`config.mk`:
```
export PLATFORM = sky130hd
export DESIGN_NAME = wvda_ctrl
export DESIGN_NICKNAME = d
export VERILOG_FILES = /design/src/hw/rtl/wvda_pkg.sv /design/src/hw/rtl/wvda_ctrl.sv
export SDC_FILE = /design/constraint.sdc
export NUM_CORES = 1
export LEC_CHECK = 0
export CAP_MARGIN = 30
export CELL_PAD_IN_SITES_DETAIL_PLACEMENT = 0
export CELL_PAD_IN_SITES_GLOBAL_PLACEMENT = 2
export CORE_MARGIN = 4
export CORE_UTILIZATION = 35
export CTS_CLUSTER_DIAMETER = 60
export DETAILED_ROUTE_END_ITERATION = 16
export DONT_BUFFER_PORTS = 1
export PLACE_DENSITY_LB_ADDON = 0.1
export SLEW_MARGIN = 20
export SYNTH_ARGS = -nofsm -noshare
export SYNTH_HDL_FRONTEND = slang
export SYNTH_SLANG_ARGS = --single-unit
export TNS_END_PERCENT = 20
```
`constraint.sdc`:
```
create_clock -name aclk -period 3.9 [get_ports aclk]
set_input_delay 0.39 -clock aclk [delete_from_list [all_inputs] [get_ports aclk]]
set_output_delay 0.39 -clock aclk [all_outputs]
set_load 0.02 [all_outputs]
```
`src/hw/rtl/wvda_pkg.sv`:
```
`default_nettype none

package wvda_pkg;

    // Field widths fixed by the item format
    localparam int OP_W       = 2;
    localparam int ENTRY_W    = 6;
    localparam int INDEX_W    = 10;
    localparam int COMP_W     = 16;
    localparam int WEIGHT_W   = 16;
    localparam int PROD_W     = COMP_W + WEIGHT_W;
    localparam int WEIGHT_FRAC = 12;
    localparam int SUM_W      = INDEX_W + 1;
    localparam int AXES       = 3;

    // Default sizes
    localparam int VERTEX_DEPTH_DEF = 1024;
    localparam int MAX_ENTRIES_DEF  = 64;

    typedef enum logic [OP_W-1:0] {
        OP_LOAD  = 2'd0,
        OP_APPLY = 2'd1,
        OP_READ  = 2'd2,
        OP_CLEAR = 2'd3
    } op_t;

    // Controller -> datapath
    typedef struct packed {
        logic capture;
        logic calc_quot;
        logic calc_addr;
        logic mem_write_base;
        logic mem_read;
        logic mem_write_upd;
        logic clear_flags;
        logic load_out;
    } cmd_t;

    // Datapath -> controller
    typedef struct packed {
        op_t  op;
        logic apply_en;
        logic out_free;
    } status_t;

endpackage

`default_nettype wire

```
`src/hw/rtl/wvda_ctrl.sv`:
```
`default_nettype none

module wvda_ctrl (
    input  wire logic             aclk,
    input  wire logic             aresetn,
    input  wire logic             s_valid,
    output logic                  s_ready,
    input  wire wvda_pkg::status_t stat,
    output wvda_pkg::cmd_t        cmd
);

    typedef enum logic [5:0] {
        ST_IDLE   = 6'b000001,
        ST_QUOT   = 6'b000010,
        ST_ADDR   = 6'b000100,
        ST_ACCESS = 6'b001000,
        ST_UPDATE = 6'b010000,
        ST_RESULT = 6'b100000
    } state_t;

    state_t state_reg;
    state_t state_next;

    always_ff @(posedge aclk) begin
        if (!aresetn) begin
            state_reg <= ST_IDLE;
        end else begin
            state_reg <= state_next;
        end
    end

    always_comb begin
        state_next = state_reg;
        cmd        = '0;
        s_ready    = (state_reg == ST_IDLE);
        case (state_reg)
            ST_IDLE: begin
                if (s_valid) begin
                    cmd.capture = 1'b1;
                    state_next  = ST_QUOT;
                end
            end
            ST_QUOT: begin
                cmd.calc_quot = 1'b1;
                state_next    = ST_ADDR;
            end
            ST_ADDR: begin
                cmd.calc_addr = 1'b1;
                state_next    = ST_ACCESS;
            end
            ST_ACCESS: begin
                case (stat.op)
                    wvda_pkg::OP_LOAD: begin
                        cmd.mem_write_base = 1'b1;
                        state_next         = ST_IDLE;
                    end
                    wvda_pkg::OP_APPLY: begin
                        if (stat.apply_en) begin
                            cmd.mem_read = 1'b1;
                            state_next   = ST_UPDATE;
                        end else begin
                            state_next   = ST_IDLE;
                        end
                    end
                    wvda_pkg::OP_READ: begin
                        cmd.mem_read = 1'b1;
                        state_next   = ST_RESULT;
                    end
                    default: begin
                        cmd.clear_flags = 1'b1;
                        state_next      = ST_IDLE;
                    end
                endcase
            end
            ST_UPDATE: begin
                cmd.mem_write_upd = 1'b1;
                state_next        = ST_IDLE;
            end
            ST_RESULT: begin
                // hold until the output register frees up
                if (stat.out_free) begin
                    cmd.load_out = 1'b1;
                    state_next   = ST_IDLE;
                end
            end
            default: begin
                state_next = ST_IDLE;
            end
        endcase
    end

endmodule

`default_nettype wire

```
==> summary.md, run 1 <==
| Metric | Value |
|---|---|
| Status | finished, final reports clean |
| Hold_buf cts | 0 |
| Post-route ant nets | 0 |
| Total number of vias | 408 |
| Register area share after synthesis | 26.37% |
| Crit path largest cell delay | 0.65 ns |
| H-tree Lvls | 1 |
| Detailed Route Iter0 Violations | 2 |
| Pwr dens | 309.3 mW/mm² |
| Worst slew margin | 34.28% |
| Min cycle time layout | 2.581 ns |
| Worst-path maximum fanout | 10 |
| Pin count of the biggest net entering global routing | 11 |
| CP Data Arrival Time | 2.19 ns |
| Max reg flops | 6 |
| Num ports | 16 |
| RSZ-0062 raised after global routing | no |
| CTS tree | done |
| Worst VDD drop | 156.7 µV |
| Post-CTS setup buffers | 0 |
| Worst EP required | 3.51 ns |
| Max Root-Sink Buffers | 2 |
| Share of layout cells above drive strength 1 | 9.615% |
| DRC | 0 |
| Fin crit share | 66.18% |
| First-pass GRT wire length | 1697 µm |
| Total track usage | 12.05% |
| CTS clock-pin slew for the worst setup and hold paths | 0.05 ns |
| Dpl ws | 1.560 ns |
| Max_cap viols | 0 |
| Nature of the critical path endpoint | primary output |
| Worst slew pin tran | 0.9721 ns |
| Synth Area per Inst | 8.930 µm² |
| Clock latency on the worst-skew pair | 0.25 ns |
| Slew Viols, Final | 0 |
| Detail-routed via count per cell | 6.182 |
| I/O Buffers | 0 |
| Vias in the first global route | 421 |
| Post-DP HPWL | 863.9 µm |
| Cell variety after synth | 27 |
| Core ar. | 0.001171 mm² |
| Cell chain of the critical path | or4_1 > nor3_1 > and2_1 |
| Initial antenna violation count | 0 |
| CP max stage cell | nor3_1 |
| Initial Util | 38.89% |
| Core Util, Final | 41.67% |
| Lkg Pwr | 0.2144 nW |
| Post-Route WL | 1030 µm |
| Setup TNS | 0 ns |
| CTS sink cnt | 6 |
| Area grow syn2layout | 7.143% |
| Worst setup SP type | flop |
| Fillcell total | 129 |
| Die width | 44.07 µm |
| Seq cells post-synth | 6 |
| RePlAce Congestion | 0.7184 |
| Fmax | 387.5 MHz |
| Number of nets in the layout | 66 |
| Setup ws final | 1.319 ns |
| Post-synth top area share | 26.37% |
| Congestion Overflow GR | 0 |
| Die Height | 44.07 µm |
| Setup-failing EPs final | 0 |
| Final hold slack | 0.2780 ns |
| Skew final | 0.007308 ns |
| Syn nets | 63 |
| CP Class | flop to primary output |
| Worst Hold Class | primary input to flop |
| Cells after synthesis | 51 |
| Die area | 0.001942 mm² |
| Syn. warnings | 0 |
| Synth top area cells | dfxtp_1 26%, ha_1 14%, and3_1 6.9% |
| Fin. Hold Viols | 0 |
| Mapped cell area | 455.4 µm² |
| DR WL/cell | 15.61 µm |
| # diodes | 0 |
| Clock root buffer | clkbuf_4 |
| Drt pass-1 iters | 2 |
| Total CTS buffers | 3 |
| Row count | 12 |
| Cell type with the largest total area after synthesis | dfxtp_1 |
| # resized after CTS | 0 |
## worst max-delay path, delay by kind of cell, from the launching register on
family | cells | cell delay [ns]
flip-flops | 1 | 0.38
AND/OR/NAND/NOR | 3 | 1.57
## per-layer routing
layer  vias to the layer above  wire length [µm]  global-route usage (%)
met5                         -                 0                       0
met4                         0                 9                   9.036
met3                         2                83                   5.691
met2                        12               514                   19.77
met1                       192               422                   11.65
li1                        202                 -                       -
## cell type report
type | instances | area [µm²] | share of cell area (%)
Inverter | 4 | 15.01 | 3.077
Clock buffer | 3 | 22.52 | 4.615
Multi-Input combinational cell | 39 | 312.8 | 64.10
Tap cell | 14 | 17.52 | 3.590
Sequential cell | 6 | 120.1 | 24.62
## stage by stage
step | std cells | instance area (µm²) | total power [mW]
6_report | 66 | 488.0 | 0.1509
5_1_grt | 66 | 488.0 | 0.1615
4_1_cts | 66 | 488.0 | 0.1541
3_5_place_dp | 63 | 465.4 | 0.09456
3_3_place_gp | 63 | 465.4 | 0.09284
2_1_floorplan | 51 | 455.4 | 0.08899
## logic make-up after synthesis
family                   after synthesis  share of synthesized area [%]
buffers and inverters                  6                          4.945
multiplexers                           1                          2.198
AND/OR/NAND/NOR                       23                          35.17
AO/OA/AOI/OAI                          9                          15.66
flip-flops                             6                          26.37
adder cells (fa/ha/maj)                5                          13.74
XOR/XNOR                               1                          1.923
## worst paths after layout
path / to / from / cells past startpoint / slack [ns]
worst max-delay path: cmd[7] / state_reg[2] / 3 / 1.32
worst min-delay path: state_reg[4] / stat[1] / 2 / 0.28
worst max register to register: state_reg[1] / state_reg[2] / 3 / 2.00
worst min register to register: state_reg[0] / state_reg[5] / 2 / 0.66
## layout by cell type, fill, tap and decap left out, types with 2 or more instances in the layout
master    instances
nand2_1           2
ha_1              5
clkbuf_4          3
and3_1            5
nor4_1            3
dfxtp_1           6
a21oi_1           2
inv_1             4
nor3_1            2
o41ai_1           2
nor3b_1           2
## synth_stat cells, drive strengths merged
cell / instances
o41a: 1
a311oi: 1
nor3b: 2
o221ai: 1
o41ai: 2
nand2: 2
clkbuf: 2
and3b: 1
and3: 5
nor2b: 1
nor4b: 1
dfxtp: 6
xor2: 1
nor3: 2
inv: 4
or4: 2
o211a: 1
or4b: 2
and2: 1
ha: 5
mux2i: 1
nand3: 1
a21oi: 2
o21ai: 1
nor4: 3
## power by group
group          internal, mW  total, mW  switching [mW]
clock network        0.0349     0.0580          0.0231
logic               0.00934     0.0255          0.0162
registers            0.0638     0.0674         0.00363
(Power assumes the default switching activity.)
==> run 2: changes to the inputs <==
--- a/config.mk
+++ b/config.mk
@@ -9,7 +9,7 @@
 export CELL_PAD_IN_SITES_DETAIL_PLACEMENT = 0
 export CELL_PAD_IN_SITES_GLOBAL_PLACEMENT = 2
 export CORE_MARGIN = 4
-export CORE_UTILIZATION = 35
+export CORE_UTILIZATION = 29
 export CTS_CLUSTER_DIAMETER = 60
 export DETAILED_ROUTE_END_ITERATION = 16
 export DONT_BUFFER_PORTS = 1
==> constraint.sdc (replaced) <==
create_clock -name aclk -period 2.1 [get_ports aclk]
set_input_delay 0.21 -clock aclk [delete_from_list [all_inputs] [get_ports aclk]]
set_output_delay 0.21 -clock aclk [all_outputs]
set_load 0.02 [all_outputs]
==> summary.md, run 2 (synthesis results as in run 1) <==
| Metric | Value |
|---|---|
| Pin count of the biggest net entering global routing | 11 (unchanged) |
| Min-delay src | stat[1] |
| Fin crit share | 91.21% |
| Lkg Pwr | 0.2460 nW (+15%) |
| Total number of vias | 423 (+3.7%) |
| Nature of the critical path endpoint | primary output |
| Worst VDD drop | 189.8 µV (+21%) |
| Post-CTS setup buffers | 0 (unchanged) |
| Max Root-Sink Buffers | 2 (unchanged) |
| RePlAce Congestion | 0.7796 (+8.5%) |
| Slew Viols, Final | 0 (unchanged) |
| Drt pass-1 iters | 4 (+2) |
| Clock latency on the worst-skew pair | 0.24 ns (about the same) |
| FF-to-FF Start | state_reg[4] |
| Setup TNS | 0 ns (unchanged) |
| I/O Buffers | 0 (unchanged) |
| Worst slew pin tran | 0.4764 ns (-0.4957 ns) |
| Total track usage | 11.01% (-1.0 points) |
| Reg2reg end | state_reg[2] |
| Most frequent cells in the layout | 6 x buf_4, 6 x dfxtp_1, 5 x and3_1, 5 x ha_1, 4 x inv_1 |
| Fillcell total | 158 (+22%) |
| Min cycle time layout | 1.915 ns |
| Row count | 14 (+2) |
| Placed cells | 71 (+13%) |
| Setup-failing EPs final | 0 (unchanged) |
| Worst Hold Class | primary input to flop |
| Hold path cells | 2 (unchanged) |
| Worst setup SP type | flop |
| RSZ-0062 raised after global routing | no |
| DR WL/cell | 15.07 µm (-3.5%) |
| Fin. Hold Viols | 0 (unchanged) |
| H-tree Lvls | 1 (unchanged) |
| First-pass GRT wire length | 1752 µm (+3.2%) |
| Vias in the first global route | 420 (-0.24%) |
| CTS sink cnt | 6 (unchanged) |
| Hold_buf cts | 0 (unchanged) |
| Die area | 0.002269 mm² (+17%) |
| Area grow syn2layout | 17.58% |
| Area of the multi-input gates | 312.8 µm² (unchanged) |
| Core ar. | 0.001489 mm² (+27%) |
| Max_cap viols | 0 (unchanged) |
| Post-Route WL | 1115 µm (+8.3%) |
| Worst R2R Setup Slack | 0.44 ns (-1.56 ns) |
| CTS clock-pin slew for the worst setup and hold paths | 0.05 ns (about the same) |
| Num ports | 16 (unchanged) |
| CTS tree | done |
| Pwr dens | 541.7 mW/mm² (+75%) |
| Share of layout cells above drive strength 1 | 18.97% (+9.4 points) |
| Total power | 0.2901 mW (+92%) |
| Fmax | 522.1 MHz |
| CP Class | flop to primary output |
| Worst slew margin | 67.82% (+34 points) |
| Worst EP required | 1.89 ns (-1.62 ns) |
| Final std cells w/o fill | 74 (+12%) |
| # resized after CTS | 0 (unchanged) |
| Congestion Overflow GR | 0 (unchanged) |
| # diodes | 0 (unchanged) |
| Number of nets in the layout | 72 (+9.1%) |
| Initial Util | 30.59% (-8.3 points) |
| Skew final | 0.0002091 ns (-0.007099 ns) |
| Total CTS buffers | 3 (unchanged) |
| Initial antenna violation count | 0 (unchanged) |
| R2R cell count | 3 (unchanged) |
| Final hold slack | 0.1123 ns (-0.1658 ns) |
| Die width | 47.63 µm (+8.1%) |
| CP Data Arrival Time | 1.71 ns (-0.48 ns) |
| Worst Hold Path EP | state_reg[4] |
| Detailed Route Iter0 Violations | 10 (+8) |
| Max reg flops | 6 (unchanged) |
| Post-DP HPWL | 887.1 µm (+2.7%) |
| Post-route ant nets | 0 (unchanged) |
| Status | finished, final reports clean |
| Detail-routed via count per cell | 5.716 (-7.5%) |
| Worst-path maximum fanout | 10 (unchanged) |
| Die Height | 47.63 µm (+8.1%) |
| Register area | 120.1 µm² (unchanged) |
| DRC | 0 (unchanged) |
| Clock root buffer | clkbuf_4 |
[run 2: changes by cell type in the layout (fill, tap and decap cells not counted), sizes merged]
cell,delta
buf,+6
[run 2: layer usage]
layer / global-route usage (%) / vias to the layer above / part of all wire (%)
met5: 0 / - / 0
met1: 13.30 / 194 / 46
li1: - / 214 / -
met3: 4.135 / 0 / 7.4
met2: 18.18 / 15 / 47
met4: 3.226 / 0 / 0
[run 2: cell type report]
| type | count | area share, % |
|---|---|---|
| tap | 16 | 3.738 |
| sequential | 6 | 22.43 |
| inverter | 4 | 2.804 |
| multi-input combinational | 39 | 58.41 |
| timing repair buffer | 6 | 8.411 |
| clock buffer | 3 | 4.206 |
[run 2: report_power, final]
group	total (mW)	leakage (nW)	switching (mW)	internal, mW
sequential	0.126	0.0488	0.00768	0.118
combinational	0.0558	0.183	0.0312	0.0247
clock	0.108	0.0138	0.0433	0.0648
total	0.290	0.246	0.0822	0.208
[run 2: worst max-delay path, cell delays in order (launching register included)]
cell and delay (ns):
dfxtp_1 0.39, or4_1 0.57, nor3_1 0.22, and2_1 0.28
[run 2: per-stage QoR]
step,instance area [µm²],setup slack [ns],util [%]
global route,535.5,0.03087,35.97
floorplan,455.4,0.03714,-
detailed placement,513.0,0.4548,34.45
global placement,513.0,0.4649,34.45
CTS,535.5,0.1795,35.97
finish,535.5,0.1846,35.97
[run 2: how the worst max path moves through the flow]
stage	startpoint	endpoint	cells after the start
detailed placement	state_reg[4]	state_reg[2]	3
finish	state_reg[2]	cmd[7]	3
global route	state_reg[2]	cmd[7]	3
CTS	state_reg[4]	cmd[0]	3
floorplan	state_reg[2]	cmd[7]	4
global placement	state_reg[4]	state_reg[3]	3
==> run 3: changes to the inputs <==
--- a/config.mk
+++ b/config.mk
@@ -9,11 +9,12 @@
 export CELL_PAD_IN_SITES_DETAIL_PLACEMENT = 0
 export CELL_PAD_IN_SITES_GLOBAL_PLACEMENT = 2
 export CORE_MARGIN = 4
-export CORE_UTILIZATION = 29
+export CORE_UTILIZATION = 35
 export CTS_CLUSTER_DIAMETER = 60
 export DETAILED_ROUTE_END_ITERATION = 16
 export DONT_BUFFER_PORTS = 1
 export PLACE_DENSITY_LB_ADDON = 0.1
+export SETUP_SLACK_MARGIN = 0.2
 export SLEW_MARGIN = 20
 export SYNTH_ARGS = -nofsm -noshare
 export SYNTH_HDL_FRONTEND = slang
==> constraint.sdc (replaced) <==
create_clock -name aclk -period 2.4 [get_ports aclk]
set_input_delay 0.24 -clock aclk [delete_from_list [all_inputs] [get_ports aclk]]
set_output_delay 0.24 -clock aclk [all_outputs]
set_load 0.02 [all_outputs]
==> summary.md, run 3 (synthesis results as in run 1) <==
| Metric | Value |
|---|---|
| Post-DP HPWL | 833.3 µm (-6.1%) |
| Total power | 0.2512 mW (-13%) |
| Reg2reg end | state_reg[2] |
| Worst setup SP type | flop |
| Worst VDD drop | 201.6 µV (+6.2%) |
| RSZ-0062 raised after global routing | no |
| H-tree Lvls | 1 (unchanged) |
| Most frequent cells in the layout | 6 x buf_4, 6 x dfxtp_1, 5 x and3_1, 5 x ha_1, 4 x inv_1 |
| Worst slew margin | 69.19% (+1.4 points) |
| Worst EP required | 2.16 ns (+0.27 ns) |
| Max Root-Sink Buffers | 2 (unchanged) |
| Drt pass-1 iters | 3 (-1) |
| Post-Route WL | 1059 µm (-5.0%) |
| Skew final | 0.001231 ns (+0.001021 ns) |
| Lkg Pwr | 0.2460 nW (unchanged) |
| Fin crit share | 84.93% |
| Total number of vias | 415 (-1.9%) |
| # diodes | 0 (unchanged) |
| Share of layout cells above drive strength 1 | 18.97% (unchanged) |
| Pwr dens | 471.3 mW/mm² (-13%) |
| First-pass GRT wire length | 1752 µm (unchanged) |
| Row count | 12 (-2) |
| Nature of the critical path endpoint | primary output |
| Core Util, Final | 45.51% (+9.5 points) |
| Fin. Hold Viols | 0 (unchanged) |
| Fillcell total | 115 (-27%) |
| Total CTS buffers | 3 (unchanged) |
| Die area | 0.001942 mm² (-14%) |
| CTS clock-pin slew for the worst setup and hold paths | 0.05 ns (about the same) |
| Worst-path maximum fanout | 10 (unchanged) |
| Min-delay src | stat[1] |
| CP Class | flop to primary output |
| Crit path from | state_reg[2] |
| # resized after CTS | 0 (unchanged) |
| Die width | 44.07 µm (-7.5%) |
| Detailed Route Iter0 Violations | 8 (-2) |
| Hold_buf cts | 0 (unchanged) |
| Max_cap viols | 0 (unchanged) |
| CTS sink cnt | 6 (unchanged) |
| Initial antenna violation count | 0 (unchanged) |
| Total track usage | 11.89% (+0.88 points) |
| Setup-failing EPs final | 0 (unchanged) |
| Max reg flops | 6 (unchanged) |
| Area grow syn2layout | 17.03% |
| Congestion Overflow GR | 0 (unchanged) |
| FF-to-FF Start | state_reg[4] |
| Crit path largest cell delay | 0.58 ns (about the same) |
| Detail-routed via count per cell | 5.764 (+0.83%) |
| Crit path to | cmd[7] |
| Hold path cells | 2 (unchanged) |
| Initial Util | 38.89% (+8.3 points) |
| Worst R2R Setup Slack | 0.71 ns (+0.27 ns) |
| Die Height | 44.07 µm (-7.5%) |
| Cell chain of the critical path | or4_1 > nor3_1 > buf_4 > and2_1 |
| R2R cell count | 3 (unchanged) |
| Number of nets in the layout | 72 (unchanged) |
| Min cycle time layout | 2.038 ns |
| CP max stage cell | or4_1 |
| Setup TNS | 0 ns (unchanged) |
| DRC | 0 (unchanged) |
| Setup ws final | 0.3617 ns (+0.1771 ns) |
| Fmax | 490.6 MHz |
| I/O Buffers | 0 (unchanged) |
| Post-CTS setup buffers | 0 (unchanged) |
| Slew Viols, Final | 0 (unchanged) |
| Final hold slack | 0.1308 ns (+0.01849 ns) |
| Status | finished, final reports clean |
| Clock latency on the worst-skew pair | 0.24 ns (about the same) |
| Pin count of the biggest net entering global routing | 11 (unchanged) |
| Dpl ws | 0.6381 ns (+0.1832 ns) |
| Worst slew pin tran | 0.4579 ns (-0.01850 ns) |
| Vias in the first global route | 414 (-1.4%) |
| RePlAce Congestion | 0.7357 (-5.6%) |
| Post-route ant nets | 0 (unchanged) |
| Num ports | 16 (unchanged) |
| Core ar. | 0.001171 mm² (-21%) |
| Worst Hold Class | primary input to flop |
| CTS tree | done |
| Clock root buffer | clkbuf_4 |
| DR WL/cell | 14.71 µm (-2.4%) |
| CP Data Arrival Time | 1.80 ns (+0.09 ns) |
-- run 3: final cells by class --
| type | instances | area, µm² | area share, % |
|---|---|---|---|
| clock buffers | 3 | 22.52 | 4.225 |
| inverters | 4 | 15.01 | 2.817 |
| multi-input cells | 39 | 312.8 | 58.69 |
| flip-flops and latches | 6 | 120.1 | 22.54 |
| well taps | 14 | 17.52 | 3.286 |
| repair buffers | 6 | 45.04 | 8.451 |
-- run 3: through the flow --
step           instance area, µm²  std cells
5_1_grt                     533.0         72
2_1_floorplan               455.4         51
3_5_place_dp                510.5         69
3_3_place_gp                510.5         69
6_report                    533.0         72
4_1_cts                     533.0         72
-- run 3: how the worst min path moves through the flow --
stage | endpoint | slack [ns]
2_1_floorplan | state_reg[4] | 0.37
3_3_place_gp | state_reg[1] | 0.39
3_5_place_dp | state_reg[4] | 0.39
4_1_cts | state_reg[4] | 0.12
5_1_grt | state_reg[4] | 0.13
6_report | state_reg[4] | 0.13
-- run 3: routing by layer --
| layer | vias up | GRT usage, % | part of all wire [%] |
|---|---|---|---|
| li1 | 212 | - | - |
| met1 | 194 | 14.32 | 46 |
| met2 | 9 | 18.90 | 46 |
| met3 | 0 | 5.285 | 7.6 |
| met4 | 0 | 3.614 | 0 |
| met5 | - | 0 | 0 |
-- run 3: critical path, delay by kind of cell, from the launching register on --
family | cells | cell delay, ns
buf+inv | 1 | 0.18
simple gates | 3 | 0.99
flops | 1 | 0.40
-- run 3: power by group --
part	total, mW	internal (mW)	switching [mW]
sequential	0.110	0.104	0.00598
clock	0.0939	0.0566	0.0372
combinational	0.0477	0.0214	0.0263
